$ cat src/assert_macros.svh
// Assertion macros shared by the tokenizer RTL.
`ifndef ASSERT_MACROS_SVH
`define ASSERT_MACROS_SVH

// Checks a property on every clock edge outside reset.
`define SAT_ASSERT(lbl, prop, msg) \
   lbl: assert property (@(posedge clock) disable iff (reset) (prop)) else $error(msg);

// Checks that cons holds in the cycle after ante.
`define SAT_ASSERT_NEXT(lbl, ante, cons, msg) \
   lbl: assert property (@(posedge clock) disable iff (reset) (ante) |=> (cons)) \
      else $error(msg);

`endif

$ cat src/sat_pkg.sv
// Types, codes and character helpers for the shell argument tokenizer.
`default_nettype none
package sat_pkg;

   localparam logic [2:0] KIND_CHAR      = 3'd0;
   localparam logic [2:0] KIND_HOME      = 3'd1;
   localparam logic [2:0] KIND_TOKEN_END = 3'd2;
   localparam logic [2:0] KIND_DONE      = 3'd3;
   localparam logic [2:0] KIND_ERROR     = 3'd4;

   localparam logic [1:0] ERR_BAD_ESCAPE = 2'd0;
   localparam logic [1:0] ERR_SPLICE     = 2'd1;
   localparam logic [1:0] ERR_OPEN_QUOTE = 2'd2;
   localparam logic [1:0] ERR_DANGLING   = 2'd3;

   localparam logic [15:0] CH_BSLASH = 16'h005C;
   localparam logic [15:0] CH_N      = 16'h006E;
   localparam logic [15:0] CH_R      = 16'h0072;
   localparam logic [15:0] CH_T      = 16'h0074;
   localparam logic [15:0] CH_QUOTE  = 16'h0022;
   localparam logic [15:0] CH_TILDE  = 16'h007E;
   localparam logic [15:0] CH_SPACE  = 16'h0020;
   localparam logic [15:0] CH_LF     = 16'h000A;
   localparam logic [15:0] CH_CR     = 16'h000D;
   localparam logic [15:0] CH_TAB    = 16'h0009;

   // Max results one character can cause.
   localparam int unsigned MAX_RESULTS = 3;

   typedef struct packed {
      logic [2:0]  kind;
      logic [15:0] ch;
      logic [1:0]  err;
   } result_type;

   typedef logic [1:0] count_type;

   function automatic logic is_space(input logic [15:0] c);
      logic hit;
      hit = 1'b0;
      if (c >= 16'h0009 && c <= 16'h000D) hit = 1'b1;
      if (c == 16'h0020 || c == 16'h0085 || c == 16'h00A0 || c == 16'h1680) hit = 1'b1;
      if (c >= 16'h2000 && c <= 16'h200A) hit = 1'b1;
      if (c == 16'h2028 || c == 16'h2029 || c == 16'h202F) hit = 1'b1;
      if (c == 16'h205F || c == 16'h3000) hit = 1'b1;
      return hit;
   endfunction

   // Escape translation: bit 16 flags a legal escape, low bits the mapped char.
   function automatic logic [16:0] escape_map(input logic [15:0] c);
      logic [16:0] m;
      unique case (c)
         CH_SPACE: m = {1'b1, CH_SPACE};
         CH_TILDE: m = {1'b1, CH_TILDE};
         CH_QUOTE: m = {1'b1, CH_QUOTE};
         CH_N:     m = {1'b1, CH_LF};
         CH_R:     m = {1'b1, CH_CR};
         CH_T:     m = {1'b1, CH_TAB};
         default:  m = 17'd0;
      endcase
      return m;
   endfunction

endpackage
`default_nettype wire

$ cat src/sat_decode.sv
// Per-character tokenizer decision and parse state.
`default_nettype none
`include "assert_macros.svh"
module sat_decode import sat_pkg::*; (
   input  wire logic                  clock,
   input  wire logic                  reset,
   input  wire logic [15:0]           in_ch,
   input  wire logic                  in_eoc,
   input  wire logic                  advance,
   output      result_type [2:0]      rslt,
   output      count_type             rslt_cnt
);

   typedef struct packed {
      logic esc;
      logic inq;
      logic tok_empty;
      logic qjc;
      logic drop;
   } pstate_type;

   localparam pstate_type PSTATE_RESET = '{esc: 1'b0, inq: 1'b0, tok_empty: 1'b1,
                                           qjc: 1'b0, drop: 1'b0};

   pstate_type st_ff, st_in;
   result_type [2:0] cand;
   logic [2:0]       cand_v;
   logic             err_v;
   logic [1:0]       err_c;
   logic [16:0]      emap;

   always_comb begin
      st_in  = st_ff;
      cand   = '0;
      cand_v = '0;
      err_v  = 1'b0;
      err_c  = ERR_BAD_ESCAPE;
      emap   = escape_map(in_ch);
      if (!st_ff.drop) begin
         if (st_ff.qjc && in_ch == CH_QUOTE) begin
            err_v = 1'b1;
            err_c = ERR_SPLICE;
         end
         st_in.qjc = 1'b0;
         if (!err_v) begin
            if (in_ch == CH_BSLASH) begin
               if (st_ff.esc) begin
                  cand_v[0]       = 1'b1;
                  cand[0].kind    = KIND_CHAR;
                  cand[0].ch      = CH_BSLASH;
                  st_in.tok_empty = 1'b0;
                  st_in.esc       = 1'b0;
               end else begin
                  st_in.esc = 1'b1;
               end
            end else if (st_ff.esc) begin
               if (emap[16]) begin
                  cand_v[0]       = 1'b1;
                  cand[0].kind    = KIND_CHAR;
                  cand[0].ch      = emap[15:0];
                  st_in.tok_empty = 1'b0;
                  st_in.esc       = 1'b0;
               end else begin
                  err_v = 1'b1;
                  err_c = ERR_BAD_ESCAPE;
               end
            end else if (in_ch == CH_TILDE && !st_ff.inq && st_ff.tok_empty) begin
               cand_v[0]       = 1'b1;
               cand[0].kind    = KIND_HOME;
               st_in.tok_empty = 1'b0;
            end else if (is_space(in_ch)) begin
               if (st_ff.inq) begin
                  cand_v[0]       = 1'b1;
                  cand[0].kind    = KIND_CHAR;
                  cand[0].ch      = in_ch;
                  st_in.tok_empty = 1'b0;
               end else if (!st_ff.tok_empty) begin
                  cand_v[0]       = 1'b1;
                  cand[0].kind    = KIND_TOKEN_END;
                  st_in.tok_empty = 1'b1;
               end
            end else if (in_ch == CH_QUOTE) begin
               st_in.inq = !st_ff.inq;
               st_in.qjc = st_ff.inq;
            end else begin
               cand_v[0]       = 1'b1;
               cand[0].kind    = KIND_CHAR;
               cand[0].ch      = in_ch;
               st_in.tok_empty = 1'b0;
            end
         end
         // closing result: error, or end-of-command wrap-up
         if (err_v) begin
            cand_v[1]    = 1'b1;
            cand[1].kind = KIND_ERROR;
            cand[1].err  = err_c;
            st_in.drop   = 1'b1;
         end else if (in_eoc) begin
            if (st_in.inq) begin
               cand_v[1]    = 1'b1;
               cand[1].kind = KIND_ERROR;
               cand[1].err  = ERR_OPEN_QUOTE;
            end else if (st_in.esc) begin
               cand_v[1]    = 1'b1;
               cand[1].kind = KIND_ERROR;
               cand[1].err  = ERR_DANGLING;
            end else if (!st_in.tok_empty) begin
               cand_v[1]    = 1'b1;
               cand[1].kind = KIND_TOKEN_END;
            end
         end
      end
      if (in_eoc) begin
         cand_v[2]    = 1'b1;
         cand[2].kind = KIND_DONE;
         st_in        = PSTATE_RESET;
      end
   end

   // pack the valid candidates to the front
   always_comb begin
      rslt     = '0;
      rslt_cnt = '0;
      for (int i = 0; i < MAX_RESULTS; i++) begin
         if (cand_v[i]) begin
            rslt[rslt_cnt] = cand[i];
            rslt_cnt       = rslt_cnt + 2'd1;
         end
      end
   end

   always_ff @(posedge clock) begin
      if (reset) begin
         st_ff <= PSTATE_RESET;
      end else if (advance) begin
         st_ff <= st_in;
      end
   end

   `SAT_ASSERT_NEXT(a_eoc_resets, advance && in_eoc, st_ff == PSTATE_RESET,
                    "parse state not cleared after end of command")
   `SAT_ASSERT(a_eoc_done_last, !(advance && in_eoc) || rslt[rslt_cnt - 2'd1].kind == KIND_DONE,
               "end of command not closed by a done result")

endmodule
`default_nettype wire

$ cat src/sat_rsp_buf.sv
// Result buffer: holds one character's results and hands them out one per beat.
`default_nettype none
`include "assert_macros.svh"
module sat_rsp_buf import sat_pkg::*; (
   input  wire logic             clock,
   input  wire logic             reset,
   input  wire logic             load,
   input  wire result_type [2:0] load_rslt,
   input  wire count_type        load_cnt,
   output      logic             drain_ok,
   output      logic             rsp_valid,
   input  wire logic             rsp_ready,
   output      result_type       rsp_rslt,
   output      logic             rsp_last
);

   result_type [2:0] ent_ff;
   count_type        cnt_ff;
   count_type        head_ff;
   logic             fire;

   assign rsp_valid = head_ff != cnt_ff;
   assign fire      = rsp_valid && rsp_ready;
   assign rsp_rslt  = ent_ff[head_ff];
   assign rsp_last  = (head_ff + 2'd1) == cnt_ff;
   // buffer is free next cycle: empty now, or last result leaving now
   assign drain_ok  = !rsp_valid || (rsp_last && rsp_ready);

   always_ff @(posedge clock) begin
      if (load) begin
         ent_ff <= load_rslt;
      end
   end

   always_ff @(posedge clock) begin
      if (reset) begin
         cnt_ff  <= '0;
         head_ff <= '0;
      end else if (load) begin
         cnt_ff  <= load_cnt;
         head_ff <= '0;
      end else if (fire) begin
         head_ff <= head_ff + 2'd1;
      end
   end

   `SAT_ASSERT(a_head_bound, head_ff <= cnt_ff, "read pointer ran past fill count")
   `SAT_ASSERT(a_load_drained, !load || drain_ok, "buffer loaded while results pending")

endmodule
`default_nettype wire

$ cat src/shell_argument_tokenizer.sv
// Top level of the shell argument tokenizer.
// Path: input register, then result buffer, then the result port.
// Throughput: one character per cycle while rsp_ready is high and each gives
//   at most one result; a character with more (up to three) holds back the next.
// Characters giving no result put no beat on the result port.
// Reset (synchronous, active high) clears the parse state and both stages.
`default_nettype none
module shell_argument_tokenizer import sat_pkg::*; (
   input  wire logic        clock,
   input  wire logic        reset,
   input  wire logic        req_valid,
   output      logic        req_ready,
   input  wire logic [15:0] req_ch,
   input  wire logic        req_end_of_command,
   output      logic        rsp_valid,
   input  wire logic        rsp_ready,
   output      logic [2:0]  rsp_result_kind,
   output      logic [15:0] rsp_char_out,
   output      logic [1:0]  rsp_error_code,
   output      logic        rsp_last_of_run
);

   // input register
   logic        in_v_ff;
   logic [15:0] in_ch_ff;
   logic        in_eoc_ff;

   logic             advance;
   logic             drain_ok;
   result_type [2:0] dec_rslt;
   count_type        dec_cnt;
   result_type       out_rslt;

   // the held character moves on once the result buffer frees up
   assign advance   = in_v_ff && drain_ok;
   assign req_ready = !in_v_ff || advance;

   always_ff @(posedge clock) begin
      if (reset) begin
         in_v_ff <= 1'b0;
      end else if (req_ready) begin
         in_v_ff <= req_valid;
      end
   end

   always_ff @(posedge clock) begin
      if (req_valid && req_ready) begin
         in_ch_ff  <= req_ch;
         in_eoc_ff <= req_end_of_command;
      end
   end

   // decision logic and parse state; state commits as the character advances
   sat_decode u_decode (
      .clock    (clock),
      .reset    (reset),
      .in_ch    (in_ch_ff),
      .in_eoc   (in_eoc_ff),
      .advance  (advance),
      .rslt     (dec_rslt),
      .rslt_cnt (dec_cnt)
   );

   // result register: up to three beats per character
   sat_rsp_buf u_rsp_buf (
      .clock     (clock),
      .reset     (reset),
      .load      (advance),
      .load_rslt (dec_rslt),
      .load_cnt  (dec_cnt),
      .drain_ok  (drain_ok),
      .rsp_valid (rsp_valid),
      .rsp_ready (rsp_ready),
      .rsp_rslt  (out_rslt),
      .rsp_last  (rsp_last_of_run)
   );

   assign rsp_result_kind = out_rslt.kind;
   assign rsp_char_out    = out_rslt.ch;
   assign rsp_error_code  = out_rslt.err;

endmodule
`default_nettype wire
$ cat config.mk
export PLATFORM = sky130hd
export DESIGN_NAME = shell_argument_tokenizer
export DESIGN_NICKNAME = d
export VERILOG_FILES = /design/src/sat_pkg.sv /design/src/sat_decode.sv /design/src/sat_rsp_buf.sv /design/src/shell_argument_tokenizer.sv
export VERILOG_INCLUDE_DIRS = /design/src /design/src/src
export SDC_FILE = /design/constraint.sdc
export NUM_CORES = 1
export LEC_CHECK = 0
export BUFFER_PORTS_ARGS = -buffer_cell sky130_fd_sc_hd__clkbuf_2
export CAP_MARGIN = 40
export CORE_ASPECT_RATIO = 1.1
export CORE_MARGIN = 4
export CORE_UTILIZATION = 35
export CTS_CLUSTER_SIZE = 30
export DETAILED_ROUTE_END_ITERATION = 8
export HOLD_SLACK_MARGIN = 0.03
export PLACE_DENSITY_LB_ADDON = 0.12
export SETUP_SLACK_MARGIN = 0.02
export SLEW_MARGIN = 20
export SYNTH_ARGS = -nofsm -noshare
export SYNTH_HDL_FRONTEND = slang
export SYNTH_SLANG_ARGS = --single-unit
$ cat constraint.sdc
create_clock -name clock -period 7.81 [get_ports clock]
set_input_delay 1.562 -clock clock [delete_from_list [all_inputs] [get_ports clock]]
set_output_delay 1.562 -clock clock [all_outputs]
set_load 0.02 [all_outputs]
==> flow_metrics.env <==
export IMPL_worstSetupStartpoint="in_ch_ff[2]"
export IMPL_start_kind="flop"
export IMPL_drt_iter0_markers=184
export IMPL_cts_buffers=5
export IMPL_synth_nets=350
export IMPL_crit_fanout=14
export IMPL_area_growth_pct=11.4
export IMPL_dieArea_um2=11000
export IMPL_final_cell_area_um2=3670
export IMPL_cts_hold_buf=0
export IMPL_power_density_nw_per_um2=198
export IMPL_tns_ps=0
export IMPL_finalNetCount=382
export IMPL_skew_ps=6.27
export IMPL_synth_simple_gate_area_share_pct=30.6
export IMPL_chipWidth_um=101
export IMPL_synth_ff_type="edfxtp_1"
export IMPL_clk_latency_ps=310
export IMPL_syn_avg_cell_area_um2=10.2
export IMPL_arrival_ps=4740
export IMPL_synth_fa_ha_area_share_pct=1.52
export IMPL_postCtsResizedCells=0
export IMPL_antenna_found_initial=0
export IMPL_rsz0062_at_grt="no"
export IMPL_endpoint_kind="flop"
export IMPL_min_path_type="flop to flop"
export IMPL_cts_root_buffer="clkbuf_8"
export IMPL_slew_violations=0
export IMPL_path_class="flop to flop"
export IMPL_endpoint="u_rsp_buf.ent_ff[11]"
export IMPL_cts_tree="yes"
export IMPL_slowest_stage="edfxtp_1"
export IMPL_synth_top_family_by_area="simple AND/OR/NAND/NOR gates"
export IMPL_synth_area_leaders="edfxtp_1, dfxtp_1, and2_1"
export IMPL_chipHeight_um=110
export IMPL_first_pass_iters=6
export IMPL_grt_start_max_net_pins=40
export IMPL_p_leak_uw=0.00135
export IMPL_max_freq_mhz=219
export IMPL_hold_violations=0
export IMPL_seq_area_frac_synth_pct=46.1
export IMPL_finish_utilization_pct=40.8
export IMPL_clk_path_buf_depth=2
export IMPL_overflow=0
export IMPL_first_global_vias=2413
export IMPL_crit_path_cell_trace="nor4_2 > nand4_1 > or2_1 > and2_1 > nor2b_1 > or3_1 > a311o_1 > ha_1 > and2_1 > or3_1 > buf_8 > nor2_4"
export IMPL_post_drt_wl_per_cell_um=15.8
export IMPL_ys_ff_latch=54
export IMPL_post_route_period_util_pct=58.4
export IMPL_synth_compound_area_share_pct=13.9
export IMPL_via_count=2538
export IMPL_slew_headroom_pct=44.7
export IMPL_r2r_start="in_ch_ff[2]"
export IMPL_r2r_end="u_rsp_buf.ent_ff[11]"
export IMPL_layout_drive_gt1_share_pct=19.8
export IMPL_hpwl_um=5610
export IMPL_synth_edff_count=44
export IMPL_status="completed"
export IMPL_initial_core_util_pct=36.6
export IMPL_crit_required_ps=7990
export IMPL_grt_usage_pct=14.2
export IMPL_fin_total_pwr_uw=729
export IMPL_yosysTopAreaCellShare_pct=40.0
export IMPL_htreeDepth=2
export IMPL_ioPinCount=45
export IMPL_portBuffers=44
export IMPL_post_cts_repair_setup_buffers=0
export IMPL_synth_area_um2=3300
export IMPL_setup_viol=0
export IMPL_max_vdd_ir_drop_uv=87.6
export IMPL_via_per_inst=5.38
export IMPL_row_count=36
export IMPL_clkSinkCount=54
export IMPL_drtAntennaViolNets=0
export IMPL_dpl_cell_area_um2=3570
export IMPL_drc=0
export IMPL_hold_ws_ps=484
export IMPL_yosys_area_top_type="edfxtp_1"
export IMPL_core_um2=9010
export IMPL_synthesis_instances=325
export IMPL_cap_violations=0
export IMPL_max_stage_delay_ps=610
export IMPL_diodes=0
export IMPL_clkSlewWorstSetupHoldPaths_ps=90
export IMPL_reg2reg_slack_ps=3250
export IMPL_synth_cell_types=70
export IMPL_synthMuxAreaShare_pct=1.82
export IMPL_yosys_warnings=0
export IMPL_place_congestion=0.859
export IMPL_r2r_worst_path_cells=12
export IMPL_tightest_slew_ps=816
export IMPL_grt_pass1_wl_um=12500
export IMPL_wirelength_um=7450
export IMPL_async_flop_share_pct=0
export IMPL_period_minus_slack_ps=4560
export IMPL_synth_xor_area_share_pct=1.59
-- how the worst min path moves through the flow --
stage | startpoint | end | slack (ps) | depth (start not counted)
2_1_floorplan | u_decode.st_ff[1] | u_decode.st_ff[1] | 430 | 2
3_3_place_gp | u_decode.st_ff[1] | u_decode.st_ff[1] | 450 | 2
3_5_place_dp | u_decode.st_ff[1] | u_decode.st_ff[1] | 480 | 2
4_1_cts | u_decode.st_ff[1] | u_decode.st_ff[1] | 490 | 2
5_1_grt | u_decode.st_ff[1] | u_decode.st_ff[1] | 510 | 2
6_report | u_decode.st_ff[1] | u_decode.st_ff[1] | 480 | 2
-- metrics by stage --
step,instances,setup WS [ps]
2_1_floorplan,325,4010
3_3_place_gp,463,3220
3_5_place_dp,464,3330
4_1_cts,472,3290
5_1_grt,472,2930
6_report,472,3250
-- cells by family after synthesis --
family                   after synthesis
flip-flops                            54
adder cells (fa/ha/maj)                4
AND/OR/NAND/NOR                      164
other                                  1
AO/OA/AOI/OAI                         62
multiplexers                           6
buffers and inverters                 28
XOR/XNOR                               6
-- cells in the mapped netlist, types with 3 or more instances --
cell type / n
nand4b_1: 3
nand2_1: 26
dfxtp_1: 10
ha_1: 4
xor2_1: 3
a21o_1: 3
clkbuf_1: 13
nand2b_1: 8
nor3_1: 8
a311oi_1: 3
inv_1: 6
edfxtp_1: 44
nor2_1: 24
and2_1: 23
nand4_1: 4
nand3b_1: 3
a31oi_1: 3
xnor2_1: 3
nor2b_1: 7
or4_1: 3
nor2_4: 10
o21ai_0: 6
nor4_1: 4
a21oi_1: 11
nand3_1: 14
a211oi_1: 3
buf_1: 3
mux2i_1: 6
or2_1: 3
or3_1: 7
and4_1: 3
buf_6: 3
o31ai_1: 6
-- metal layers --
metal / wire length [um] / track usage [%] / share of wire [%] / up-vias
li1: - / - / - / 1277
met1: 3620 / 20.3 / 49 / 1190
met2: 3400 / 22.0 / 46 / 60
met3: 286 / 2.22 / 3.8 / 11
met4: 142 / 4.81 / 1.9 / 0
met5: 0 / 0 / 0 / -
-- placed cells by master (no fill, tap or decap), types with 4 or more instances in the layout --
master,instances
a21oi_1,11
and2_1,23
clkbuf_2,44
clkbuf_8,5
dfxtp_1,10
edfxtp_1,44
ha_1,4
inv_1,6
mux2i_1,6
nand2_1,26
nand2b_1,8
nand3_1,14
nand4_1,4
nor2_1,24
nor2_4,10
nor2b_1,6
nor3_1,8
nor4_1,4
o21ai_0,6
o31ai_1,6
or3_1,7
-- worst max-delay path, delay by kind of cell (launching register included) --
family          cells  cell delay [ps]
simple gates        9             2990
flops               1              610
compound gates      1              360
buf+inv             1              250
fa+ha+maj           1              210
-- where the power goes --
part / switching, uW / internal [uW]
Sequential: 29.3 / 347
Combinational: 105 / 61.5
Clock: 89.7 / 96.1
Total: 224 / 505
-- final cells by class --
class / instances / area [um^2]
Clock inverter: 1 / 30.0
Timing Repair Buffer: 46 / 243
Sequential cell: 54 / 1520
Inverter: 7 / 26.3
Fill cell: 917 / 5330
Tap cell: 114 / 143
Multi-Input combinational cell: 243 / 1640
Clock buffer: 7 / 76.3
-- state kept, by name, indices dropped and copies added (netlist names) --
signal             flops
in_v_ff                1
u_decode.st_ff         5
in_ch_ff              16
u_rsp_buf.ent_ff      27
u_rsp_buf.head_ff      2
u_rsp_buf.cnt_ff       2
in_eoc_ff              1
Note: power is estimated with default switching activity, not from simulation.
